==> src/sv/iee_pkg.sv <==
`default_nettype none
package iee_pkg;

	localparam int OSD = 16;
	localparam int VSD = 16;
	localparam int FRAC = 16;
	localparam int OIW = $clog2(OSD);
	localparam int ODW = $clog2(OSD + 1);
	localparam int VIW = $clog2(VSD);
	localparam int VDW = $clog2(VSD + 1);
	localparam int DW = 48 + FRAC;
	localparam int CNTW = $clog2(DW + 1);

	typedef enum logic [2:0] {
		OP_NUM   = 3'd0,
		OP_PLUS  = 3'd1,
		OP_MINUS = 3'd2,
		OP_TIMES = 3'd3,
		OP_DIV   = 3'd4,
		OP_OPEN  = 3'd5,
		OP_CLOSE = 3'd6,
		OP_BAD   = 3'd7
	} op_t;

	typedef enum logic [1:0] {
		ST_OK  = 2'd0,
		ST_DZ  = 2'd1,
		ST_OVF = 2'd2,
		ST_BAD = 2'd3
	} status_t;

	typedef struct packed {
		logic [2:0]         operation;
		logic signed [47:0] number_value;
		logic               end_of_expression;
	} token_t;

	typedef struct packed {
		logic signed [47:0] result_value;
		logic [1:0]         status;
	} result_t;

	typedef struct packed {
		logic               start;
		op_t                op;
		logic signed [47:0] a;
		logic signed [47:0] b;
	} alu_req_t;

	typedef struct packed {
		logic               done;
		logic signed [47:0] res;
		logic               dz;
	} alu_rsp_t;

	typedef enum logic [1:0] {
		A_IDLE,
		A_MUL,
		A_DIV,
		A_DONE
	} alu_state_t;

	typedef enum logic [3:0] {
		S_IDLE,
		S_TOKEN,
		S_FETCH,
		S_OPLOOP,
		S_CLOSE,
		S_DRAIN,
		S_APPLY,
		S_WAITA,
		S_POPA,
		S_EXEC,
		S_FINAL
	} state_t;

	localparam logic signed [47:0] POS_MAX = 48'sh7FFF_FFFF_FFFF;
	localparam logic signed [47:0] NEG_MIN = 48'sh8000_0000_0000;

	function automatic logic [1:0] prio(input logic [2:0] op);
		logic [1:0] p;
		p = 2'd0;
		if (op == OP_PLUS || op == OP_MINUS) p = 2'd1;
		if (op == OP_TIMES || op == OP_DIV) p = 2'd2;
		return p;
	endfunction

	// overflow and malformed statuses stick, divide by zero only over ok
	function automatic status_t raise(input status_t cur, input status_t s);
		status_t r;
		r = cur;
		if (s == ST_OVF || s == ST_BAD) begin
			if (cur == ST_OK || cur == ST_DZ) r = s;
		end else if (cur == ST_OK) begin
			r = s;
		end
		return r;
	endfunction

	function automatic logic [47:0] mag(input logic signed [47:0] v);
		return v[47] ? 48'(-v) : v;
	endfunction

	function automatic logic signed [47:0] from_mag(input logic neg, input logic ovf,
			input logic [47:0] m);
		logic signed [47:0] r;
		if (neg) r = ovf ? NEG_MIN : 48'(-m);
		else r = ovf ? POS_MAX : m;
		return r;
	endfunction

endpackage
`default_nettype wire

==> src/sv/iee_alu.sv <==
`default_nettype none
module iee_alu (
	input  logic              clk,
	input  logic              arst_n,
	input  iee_pkg::alu_req_t req,
	output iee_pkg::alu_rsp_t rsp
);
	import iee_pkg::*;

	alu_state_t         ast_q, ast_d;
	logic [CNTW-1:0]    cnt_q;
	logic               neg_q;
	logic [47:0]        x_q, y_q, r_q;
	logic [95:0]        acc_q;
	logic [DW-1:0]      rq_q;
	logic signed [47:0] res_q;
	logic               dz_q;

	logic [49:0]        add_a, add_b, sum;
	logic               add_sub;
	logic [95:0]        prod_sh;
	logic               qbit;

	// single shared adder for add, subtract, multiply and divide steps
	always_comb begin
		unique case (ast_q)
			A_MUL: begin
				add_a = {2'b0, acc_q[95:48]};
				add_b = acc_q[0] ? {2'b0, x_q} : '0;
				add_sub = 1'b0;
			end
			A_DIV: begin
				add_a = {1'b0, r_q, rq_q[DW-1]};
				add_b = {2'b0, y_q};
				add_sub = 1'b1;
			end
			default: begin
				add_a = {{2{req.a[47]}}, req.a};
				add_b = {{2{req.b[47]}}, req.b};
				add_sub = (req.op == OP_MINUS);
			end
		endcase
		sum = add_a + (add_sub ? ~add_b : add_b) + {49'b0, add_sub};
		qbit = ~sum[49];
		prod_sh = acc_q >> FRAC;
		ast_d = ast_q;
		unique case (ast_q)
			A_IDLE: if (req.start) begin
				priority if (req.op == OP_PLUS || req.op == OP_MINUS) ast_d = A_DONE;
				else if (req.op == OP_TIMES) ast_d = A_MUL;
				else if (req.b == '0) ast_d = A_DONE;
				else ast_d = A_DIV;
			end
			A_MUL: if (cnt_q == '0) ast_d = A_DONE;
			A_DIV: if (cnt_q == '0) ast_d = A_DONE;
			A_DONE: ast_d = A_IDLE;
			default: ast_d = A_IDLE;
		endcase
	end

	always_ff @(posedge clk or negedge arst_n) begin
		if (!arst_n) begin
			ast_q <= A_IDLE;
		end else begin
			ast_q <= ast_d;
		end
	end

	always_ff @(posedge clk) begin
		unique case (ast_q)
			A_IDLE: if (req.start) begin
				neg_q <= req.a[47] ^ req.b[47];
				x_q <= mag(req.a);
				y_q <= mag(req.b);
				acc_q <= {48'b0, mag(req.b)};
				rq_q <= DW'(mag(req.a)) << FRAC;
				r_q <= '0;
				dz_q <= 1'b0;
				if (req.op == OP_TIMES) cnt_q <= CNTW'(48);
				else cnt_q <= CNTW'(DW);
				if (req.op == OP_PLUS || req.op == OP_MINUS) begin
					if (sum[49:47] != {3{sum[49]}}) res_q <= sum[49] ? NEG_MIN : POS_MAX;
					else res_q <= sum[47:0];
				end else if (req.op == OP_DIV && req.b == '0) begin
					res_q <= '0;
					dz_q <= 1'b1;
				end
			end
			A_MUL: begin
				if (cnt_q != '0) begin
					acc_q <= {sum[48:0], acc_q[47:1]};
					cnt_q <= cnt_q - 1'b1;
				end else begin
					res_q <= from_mag(neg_q, |prod_sh[95:47], prod_sh[47:0]);
				end
			end
			A_DIV: begin
				if (cnt_q != '0) begin
					r_q <= qbit ? sum[47:0] : {r_q[46:0], rq_q[DW-1]};
					rq_q <= {rq_q[DW-2:0], qbit};
					cnt_q <= cnt_q - 1'b1;
				end else begin
					res_q <= from_mag(neg_q, |rq_q[DW-1:47], rq_q[47:0]);
				end
			end
			default: ;
		endcase
	end

	assign rsp.done = (ast_q == A_DONE);
	assign rsp.res = res_q;
	assign rsp.dz = dz_q;

	a_done_one: assert property (@(posedge clk) disable iff (!arst_n)
		rsp.done |=> !rsp.done) else $error("alu done held");
	a_start_idle: assert property (@(posedge clk) disable iff (!arst_n)
		(ast_q == A_MUL) |-> cnt_q <= CNTW'(48)) else $error("mul count range");
	a_dz_zero: assert property (@(posedge clk) disable iff (!arst_n)
		(rsp.done && rsp.dz) |-> rsp.res == '0) else $error("divide by zero value");

endmodule
`default_nettype wire

==> src/sv/infix_expression_evaluator.sv <==
`default_nettype none
// Infix expression evaluator. Tokens arrive one word at a time; the block holds
// token_stall high while it works on a word. A number or open parenthesis is
// pushed onto its stack; an operator or close parenthesis pops and applies operators,
// a multiply by shift and add and a divide by restoring division of 48 + 16
// fraction bits, both in the shared unit.
// The word marked end drains the operator stack the same way and then presents
// one result word with the value and a status (0 ok, 1 divide by zero, 2 stack
// overflow, 3 malformed). The result sits in an output register, so the next
// token is taken while it waits.
module infix_expression_evaluator (
	input  logic             clk,
	input  logic             arst_n,
	input  logic             token_valid,
	output logic             token_stall,
	input  iee_pkg::token_t  token,
	output logic             result_valid,
	input  logic             result_stall,
	output iee_pkg::result_t result
);
	import iee_pkg::*;

	state_t             state_q, state_d, ret_q, ret_d;
	logic [ODW-1:0]     od_q, od_d;
	logic [VDW-1:0]     vd_q, vd_d;
	status_t            sticky_q, sticky_d;
	logic [2:0]         tok_op_q;
	logic signed [47:0] tok_num_q;
	logic               tok_eoe_q;
	logic [2:0]         apply_op_q;
	logic signed [47:0] b_q;

	logic [2:0]         ostk [OSD];
	logic signed [47:0] vstk [VSD];
	logic [2:0]         otop_q;
	logic signed [47:0] vtop_q;

	logic               o_we, v_we;
	logic [2:0]         o_wdata;
	logic signed [47:0] v_wdata;
	logic               take, load_out, latch_b, alu_start;
	logic               res_valid_q;
	result_t            res_q;
	alu_req_t           alu_req;
	alu_rsp_t           alu_rsp;
	logic               live;

	assign live = (sticky_q == ST_OK || sticky_q == ST_DZ);
	assign take = token_valid && !token_stall;
	assign token_stall = (state_q != S_IDLE);

	always_comb begin
		state_d = state_q;
		ret_d = ret_q;
		od_d = od_q;
		vd_d = vd_q;
		sticky_d = sticky_q;
		o_we = 1'b0;
		v_we = 1'b0;
		o_wdata = tok_op_q;
		v_wdata = tok_num_q;
		load_out = 1'b0;
		latch_b = 1'b0;
		alu_start = 1'b0;
		unique case (state_q)
			S_IDLE: if (take) state_d = S_TOKEN;
			S_TOKEN: begin
				state_d = tok_eoe_q ? S_FETCH : S_IDLE;
				ret_d = S_DRAIN;
				if (live) begin
					priority if (tok_op_q == OP_NUM) begin
						if (vd_q >= VDW'(VSD)) sticky_d = raise(sticky_q, ST_OVF);
						else begin
							v_we = 1'b1;
							vd_d = vd_q + 1'b1;
						end
					end else if (tok_op_q == OP_OPEN) begin
						if (od_q >= ODW'(OSD)) sticky_d = raise(sticky_q, ST_OVF);
						else begin
							o_we = 1'b1;
							od_d = od_q + 1'b1;
						end
					end else if (tok_op_q == OP_CLOSE) begin
						state_d = S_FETCH;
						ret_d = S_CLOSE;
					end else if (tok_op_q == OP_BAD) begin
						sticky_d = raise(sticky_q, ST_BAD);
					end else begin
						state_d = S_FETCH;
						ret_d = S_OPLOOP;
					end
				end
			end
			S_FETCH: state_d = ret_q;
			S_OPLOOP: begin
				if (live && od_q != '0 && prio(otop_q) >= prio(tok_op_q)) begin
					state_d = S_APPLY;
				end else begin
					if (live) begin
						if (od_q >= ODW'(OSD)) sticky_d = raise(sticky_q, ST_OVF);
						else begin
							o_we = 1'b1;
							od_d = od_q + 1'b1;
						end
					end
					state_d = tok_eoe_q ? S_FETCH : S_IDLE;
					ret_d = S_DRAIN;
				end
			end
			S_CLOSE: begin
				if (live && od_q != '0 && otop_q != OP_OPEN) begin
					state_d = S_APPLY;
				end else begin
					if (live) begin
						if (od_q == '0) sticky_d = raise(sticky_q, ST_BAD);
						else od_d = od_q - 1'b1;
					end
					state_d = tok_eoe_q ? S_FETCH : S_IDLE;
					ret_d = S_DRAIN;
				end
			end
			S_DRAIN: begin
				if (live && od_q != '0) begin
					if (otop_q == OP_OPEN) begin
						sticky_d = raise(sticky_q, ST_BAD);
						state_d = S_FINAL;
					end else begin
						state_d = S_APPLY;
					end
				end else begin
					if (live && vd_q != VDW'(1)) sticky_d = raise(sticky_q, ST_BAD);
					state_d = S_FINAL;
				end
			end
			S_APPLY: begin
				od_d = od_q - 1'b1;
				if (vd_q < VDW'(2)) begin
					sticky_d = raise(sticky_q, ST_BAD);
					state_d = S_FETCH;
				end else begin
					latch_b = 1'b1;
					vd_d = vd_q - 1'b1;
					state_d = S_WAITA;
				end
			end
			S_WAITA: state_d = S_POPA;
			S_POPA: begin
				alu_start = 1'b1;
				vd_d = vd_q - 1'b1;
				state_d = S_EXEC;
			end
			S_EXEC: if (alu_rsp.done) begin
				v_we = 1'b1;
				v_wdata = alu_rsp.res;
				vd_d = vd_q + 1'b1;
				if (alu_rsp.dz) sticky_d = raise(sticky_q, ST_DZ);
				state_d = S_FETCH;
			end
			S_FINAL: if (!res_valid_q || !result_stall) begin
				load_out = 1'b1;
				od_d = '0;
				vd_d = '0;
				sticky_d = ST_OK;
				state_d = S_IDLE;
			end
			default: state_d = S_IDLE;
		endcase
	end

	always_ff @(posedge clk or negedge arst_n) begin
		if (!arst_n) begin
			state_q <= S_IDLE;
			ret_q <= S_DRAIN;
			od_q <= '0;
			vd_q <= '0;
			sticky_q <= ST_OK;
			res_valid_q <= 1'b0;
		end else begin
			state_q <= state_d;
			ret_q <= ret_d;
			od_q <= od_d;
			vd_q <= vd_d;
			sticky_q <= sticky_d;
			if (load_out) res_valid_q <= 1'b1;
			else if (!result_stall) res_valid_q <= 1'b0;
		end
	end

	always_ff @(posedge clk) begin
		if (take) begin
			tok_op_q <= token.operation;
			tok_num_q <= token.number_value;
			tok_eoe_q <= token.end_of_expression;
		end
		if (state_q == S_APPLY) apply_op_q <= otop_q;
		if (latch_b) b_q <= vtop_q;
		if (load_out) begin
			res_q.status <= sticky_q;
			res_q.result_value <= live ? vtop_q : '0;
		end
	end

	// stacks: one write and one registered read at top of stack per cycle
	always_ff @(posedge clk) begin
		if (o_we) ostk[od_q[OIW-1:0]] <= o_wdata;
		otop_q <= ostk[OIW'(od_q - 1'b1)];
	end

	always_ff @(posedge clk) begin
		if (v_we) vstk[vd_q[VIW-1:0]] <= v_wdata;
		vtop_q <= vstk[VIW'(vd_q - 1'b1)];
	end

	assign alu_req.start = alu_start;
	assign alu_req.op = op_t'(apply_op_q);
	assign alu_req.a = vtop_q;
	assign alu_req.b = b_q;

	iee_alu u_alu (
		.clk    (clk),
		.arst_n (arst_n),
		.req    (alu_req),
		.rsp    (alu_rsp)
	);

	assign result_valid = res_valid_q;
	assign result = res_q;

	a_od_range: assert property (@(posedge clk) disable iff (!arst_n)
		od_q <= ODW'(OSD)) else $error("operator depth out of range");
	a_vd_range: assert property (@(posedge clk) disable iff (!arst_n)
		vd_q <= VDW'(VSD)) else $error("value depth out of range");
	a_final_clear: assert property (@(posedge clk) disable iff (!arst_n)
		load_out |=> (od_q == '0 && vd_q == '0 && sticky_q == ST_OK))
		else $error("state not cleared after result");
	a_bad_zero: assert property (@(posedge clk) disable iff (!arst_n)
		(result_valid && (result.status == ST_OVF || result.status == ST_BAD))
		|-> result.result_value == '0) else $error("value on failed expression");

endmodule
`default_nettype wire

==> config.mk <==
export PLATFORM = sky130hd
export DESIGN_NAME = infix_expression_evaluator
export DESIGN_NICKNAME = d
export VERILOG_FILES = /design/src/sv/iee_pkg.sv /design/src/sv/iee_alu.sv /design/src/sv/infix_expression_evaluator.sv
export SDC_FILE = /design/constraint.sdc
export NUM_CORES = 2
export LEC_CHECK = 0
export ABC_AREA = 1
export BUFFER_PORTS_ARGS = -buffer_cell sky130_fd_sc_hd__buf_2
export CORE_MARGIN = 5
export CORE_UTILIZATION = 35
export DETAILED_ROUTE_END_ITERATION = 6
export SETUP_SLACK_MARGIN = 0.02
export SYNTH_ARGS = -nofsm -noshare
export SYNTH_HDL_FRONTEND = slang
export SYNTH_SLANG_ARGS = --single-unit
==> constraint.sdc <==
create_clock -name clk -period 7.6 [get_ports clk]
set_clock_uncertainty 0.1 [all_clocks]
set_input_delay 1.14 -clock clk [delete_from_list [all_inputs] [get_ports clk]]
set_output_delay 1.14 -clock clk [all_outputs]
set_load 0.01 [all_outputs]
* Word level (Yosys, flattened, before mapping)
Memory sizes are Yosys's and may differ from the RTL's. A register that Yosys moved wholly into a read port is not among the register bits. Index checks and enable logic that the tools add are counted.
Word-level totals: word-level logic and storage cells 291, bits in registers 537, RAM bits 816, memories 2, output and inout port bits 52
Cells by class: order comparisons 4, add/subtract/negate cells 11, reductions and logical operators 48, eq/ne operators 65, muxes and demuxes 135, bitwise gates (word level) 3
Memory list:
- vstk | words 16, width 48, rd ports 1, clocked after Yosys merged registers in 1, wr ports 1, RTL line infix_expression_evaluator.sv:34 | logic signed [47:0] vstk [VSD];
- ostk | words 16, width 3, rd ports 1, clocked after Yosys merged registers in 1, wr ports 1, RTL line infix_expression_evaluator.sv:33 | logic [2:0] ostk [OSD];
Operator list (number):
- $mux 48 | 21
- $pmux 50 s2 | 2
- $mux 96 | 2
- $neg 48->48 | 4
- $pmux 96 s2 | 1
- $pmux 48 s3 | 1
- $mux 64 | 2
- $pmux 64 s2 | 1
- $pmux 48 s2 | 1
- $mux 5 | 15
- $mux 2 | 35
- $add 50x1->50 | 1
- $add 50x50->50 | 1
- $mux 50 | 1
- $not 50->50 | 1
- $pmux 5 s5 | 2
- $logic_not 48->1 | 1
- $pmux 4 s11 | 1
- $ne 2x2->1 const B | 20
- $reduce_or 33->1 | 1
- $mux 4 | 7
- $mux 1 | 25
- $mux 3 | 8
- $eq 3x3->1 const B | 7
- 49 further kinds | 105

* Logic depth before layout (Yosys ltp)
depth in word-level cells 11, depth in mapped cells 31

* Hierarchy
A second synthesis with hierarchy kept.
Unflattened totals: cells, all modules 6696, area, all modules 67229.5 um^2
Modules (own cells, without submodules):
- infix_expression_evaluator | times used 1, cells an instance 3166, area an instance 40476.3 um^2
- iee_alu | times used 1, cells an instance 3530, area an instance 26753.2 um^2

* Least setup slack after synthesis
OpenSTA, ideal clock, no wires.
kind register to register, from register state_q[0], to register u_alu.cnt_q[0] (enable), path slack 1.612 ns, data required time 7.169 ns, cell stages (with the launch flop) 8, arrival 5.557 ns, buffers on the path 0, period minus slack after synthesis 5.988 ns, cells stage by stage dfrtp_1 -> nor2_1 -> inv_1 -> nor2_1 -> inv_1 -> nor2_1 -> o22ai_1 -> inv_1
Between the ends: cells in the longest elaborated chain, start to end 4
RTL lines:
- start: declaration | RTL line infix_expression_evaluator.sv:23 | state_t state_q, state_d, ret_q, ret_d;
- start signal: assignment | RTL line infix_expression_evaluator.sv:179 | state_q <= state_d;
- $eq 4x4->1 | RTL line infix_expression_evaluator.sv:65 | unique case (state_q)
- $mux 1 | RTL line infix_expression_evaluator.sv:65
- $ne 2x2->1 (no line)
- $reduce_and 3->1 (no line)
- end signal: assignment | RTL line iee_alu.sv:80 | else cnt_q <= CNTW'(DW);
- end signal: assignment | RTL line iee_alu.sv:92 | cnt_q <= cnt_q - 1'b1;
- end signal: assignment | RTL line iee_alu.sv:101 | cnt_q <= cnt_q - 1'b1;
- end: declaration | RTL line iee_alu.sv:11 | logic [CNTW-1:0] cnt_q;
Every way passes these cells. A chain may end at the register's enable or synchronous reset.

* Worst setup path in the final report
from register u_alu.ast_q[0], to register u_alu.res_q[6] (data pin)
Between the ends: cells in the longest elaborated chain, start to end 11
RTL lines:
- start: declaration | RTL line iee_alu.sv:10 | alu_state_t ast_q, ast_d;
- start signal: assignment | RTL line iee_alu.sv:65 | ast_q <= ast_d;
- $eq 2x2->1 or $eq 2x1->1 (tied branches) | RTL line iee_alu.sv:26, iee_alu.sv:70
- $pmux 50 s2 | RTL line iee_alu.sv:26 | unique case (ast_q)
- $not 50->50 | RTL line iee_alu.sv:43 | sum = add_a + (add_sub ? ~add_b : add_b) + {49'b0, add_sub};
- $mux 50 | RTL line iee_alu.sv:43
- $add 50x50->50 | RTL line iee_alu.sv:43
- $add 50x1->50 | RTL line iee_alu.sv:43
- $ne 2x2->1 or $mux 48 (tied branches) | RTL line iee_alu.sv:82 | if (sum[49:47] != {3{sum[49]}}) res_q <= sum[49] ? NEG_MIN : POS_MAX;
- $mux 48 | RTL line iee_alu.sv:82
- $mux 48 | RTL line iee_alu.sv:81 | if (req.op == OP_PLUS || req.op == OP_MINUS) begin
- $mux 48 | RTL line iee_alu.sv:71 | A_IDLE: if (req.start) begin
- $pmux 48 s3 * | RTL line iee_alu.sv:70 | unique case (ast_q)
- end signal: assignment | RTL line iee_alu.sv:82
- end signal: assignment | RTL line iee_alu.sv:83 | else res_q <= sum[47:0];
- end signal: assignment | RTL line iee_alu.sv:94 | res_q <= from_mag(neg_q, |prod_sh[95:47], prod_sh[47:0]);
- end: declaration | RTL line iee_alu.sv:16 | logic signed [47:0] res_q;
Mark *: on every way between the ends. The rest lies on a longest branch, timed or not. The select of a mux whose other input is x is not followed.

==> results.cfg <==
[run_status]
status = completed

[synthesis]
netlist_area_um2 = 66600
synth_simple_gate_area_frac = 0.154
syn_avg_cell_area_um2 = 10.6
synth_adder_area_share = 0.0133
synthArstFlopShare = 0.0157
yosysWarningCount = 0
ys_top_cells_by_count = edfxtp_1, nand2_1, nor2_1
syn-num-nets = 6426
synth_area_leaders = edfxtp_1, nand2_1, nor2_1, o21ai_0, inv_1
synth.most_common_cell = edfxtp_1
ys_seq_elements = 1403
synth.largest_area_cell = edfxtp_1
synthMuxAreaShare = 0.0230
syn-instance-count = 6300
synth_top_family_by_area = simple AND/OR/NAND/NOR gates
ys.flop_type = edfxtp_1
synth_cell_types = 71
synth_seq_area_share = 0.624
synth_compound_area_frac = 0.110
synth_top_area_share = 0.600
synth_edf_count = 1330
synth_xor_area_frac = 0.0280

[clock_tree]
cts.clk_slew.worst_paths_ns = 0.06
cts-root-buf = clkbuf_16
post_cts_buffers = 0
holdBufCountCts = 0
numCtsBuffers = 147
cts_tree = yes
worstSkewPairLatency_ns = 0.80
clk_path_buf_depth = 3
clkSinkCount = 1403
cts_resized = 0
cts_max_level = 4

[worst_setup_path]
r2r_end = u_alu.res_q[6]$_DFFE_PP_
start_kind = register
cp_cell_sequence = inv_1, ha_4, buf_12, o21ai_0, a21oi_1, xor2_1, ha_1, a21oi_1, nor2_1, nor2_1, o21ai_1, nand2_1, o211ai_1, nor2_1, nand2_2, nand2_2, nand2_2, o21ai_4, buf_4, nand3_1, nand2_1
startpoint = u_alu.ast_q[0]$_DFFE_PN0P_
cp_num_cells = 21
slowest_stage = buf_4
reg2reg_from = u_alu.ast_q[0]$_DFFE_PN0P_
worstSetupEndpoint = u_alu.res_q[6]$_DFFE_PP_
path_buf_inv = 3
regToRegSetupSlack_ns = 1.67
crit_fanout = 172
crit_type = register to register
rr_worst_depth = 21
slowest_delay_ns = 0.61
crit_family = simple AND/OR/NAND/NOR gates
worst_setup_path_end_kind = register
cp_data_required_time_ns = 8.16
critPathArrivalTime_ns = 6.49

[sta]
min_period_ns = 5.93
rsz0062_at_grt = false
max_clock_freq_mhz = 169
slew_headroom = 0.217
hold_violations = 0
post-route-period-util = 0.780
tns_ns = 0
maxSlewViolCount = 0
setup_viol = 0
worst_pin_slew_ns = 1.17
fin_hold_ws_ns = 0.254

[global_routing]
grt.overflow.total = 0
grt_start_max_net_pins = 173
grt_pass1_vias = 47557
antenna_found_initial = 11
gr-usage-all-layers = 0.232
grt_pass1_wl_mm = 339

[floorplanning]
pin_count = 108
rows = 160
initial_core_util = 0.351
die_area_um2 = 199000
die_h_um = 446
fp.coreArea_um2 = 190000
die_w_um = 446

[placement]
placedCellCount = 8678
hpwl_mm = 164
io_buffer_count = 107
gp_congestion = 1.00

[power]
ir_worst_vdd_v = 0.000230
powerDensity_nw_per_um2 = 210
total_power_mw = 15.7
leakagePower_nw = 27.1

[min_path]
hold_class = input port to asynchronous set/reset pin

[run]
cap_violations = 0

[route]
viasPerCell = 5.63
avgRoutedWirePerCell_um = 26.5
drt_iter0_drc = 6765
vias = 50425
routed_wl_mm = 237
drt_drc_violations_left = 0
ant_nets = 0
firstDrtPassIters = 6

[cells_and_area]
nNetsFinal = 6442
area_delta_synth_final_pct = 12.2
stdcell_count = 8958
drive_gt1_frac = 0.0842
fill_cells = 18258
==> cell families (layout without fill, tap and decap cells) <==
logic type | Yosys count | in the layout
AND/OR/NAND/NOR | 2438 | 2438
flip-flops | 1403 | 1403
AO/OA/AOI/OAI | 1219 | 1219
buffers and inverters | 806 | 944
XOR/XNOR | 211 | 211
multiplexers | 153 | 153
adder cells (fa/ha/maj) | 70 | 70
other | 0 | 9
==> sequential cells by signal, indices dropped and copies added, names as in the netlist, 5 cells and up <==
register     count
u_alu.rq_q      64
u_alu.acc_q     96
u_alu.y_q       48
vstk           768
ostk            48
u_alu.r_q       48
result          50
tok_num_q       48
u_alu.cnt_q      7
b_q             48
vd_q             5
u_alu.x_q       48
od_q             5
u_alu.res_q     48
vtop_q          48
==> metal layers <==
layer,track usage,part of all wire
met5,0,0.00013
met4,0.106,0.050
met3,0.0468,0.092
met2,0.354,0.45
met1,0.320,0.41
==> stage by stage <==
| step | cell area, um2 | setup slack (ns) | utilization |
|---|---|---|---|
| final | 74700 | 1.67 | 0.394 |
| after global routing | 74700 | 1.52 | 0.394 |
| after CTS | 74700 | 1.85 | 0.394 |
| after detailed placement | 69900 | 1.88 | 0.368 |
| after global placement | 69900 | 1.94 | 0.368 |
| after floorplan | 66600 | 1.61 | - |
==> area by class of cell <==
type	count	area (um2)	area share
Antenna cell	9	22.5	0.000301
Clock buffer	197	4030	0.0540
Inverter	480	1820	0.0244
Clock inverter	74	798	0.0107
Sequential cell	1403	41500	0.556
Timing Repair Buffer	193	1260	0.0168
Multi-Input combinational cell	4091	22100	0.296
Tap cell	2511	3140	0.0421
==> where the power goes <==
part | switching, mW | total [mW] | internal [mW]
Combinational | 0.00823 | 0.0181 | 0.00984
Sequential | 0.0000000000000000120 | 8.33 | 8.33
Clock | 3.11 | 7.33 | 4.22
Total | 3.12 | 15.7 | 12.6
==> layout by cell type, fill, tap and decap left out, types with 11 or more instances in the layout <==
cell type     n
a211oi_1     11
a21oi_1     218
a221oi_1     19
buf_2       107
buf_4        80
bufinv_16    14
clkbuf_1     39
clkbuf_16   152
clkinv_1     28
clkinv_2     22
dfrtp_1      18
dfxtp_1      50
edfxtp_1   1330
ha_1         64
inv_1       445
inv_2        23
mux2i_1     153
nand2_1    1003
nand2_2      11
nand3_1     299
nand3_2      23
nand4_1      77
nor2_1      839
nor2_4       15
nor3_1       83
nor3_2       14
nor4_1       30
o211ai_1     13
o21ai_0     603
o21ai_1      16
o221ai_1    156
o22ai_1      50
o311ai_0     18
o31ai_1      14
o32ai_1      46
or2_2        12
xnor2_1      20
xor2_1      187
==> worst register-to-register path, delay by kind of cell (launching register included) <==
family	cells	cell delay [ns]
AO/OA/AOI/OAI	6	1.54
AND/OR/NAND/NOR	9	1.44
buffers and inverters	3	1.29
adder cells (fa/ha/maj)	2	0.74
flip-flops	1	0.42
XOR/XNOR	1	0.29
==> worst min path at each step <==
stage                             from                  endpoint  slack [ns]  cells after the start
floorplan           vtop_q[42]$_DFF_P_         b_q[42]$_DFFE_PP_        0.31                      0
global placement     vtop_q[6]$_DFF_P_          b_q[6]$_DFFE_PP_        0.35                      0
detailed placement   vtop_q[6]$_DFF_P_          b_q[6]$_DFFE_PP_        0.35                      0
CTS                             arst_n    state_q[2]$_DFFE_PN0P_        0.22                      1
global route                    arst_n  result_valid$_DFFE_PN0P_        0.27                      1
finish                          arst_n  result_valid$_DFFE_PN0P_        0.25                      1
Note: power is estimated with default switching activity, not from simulation.
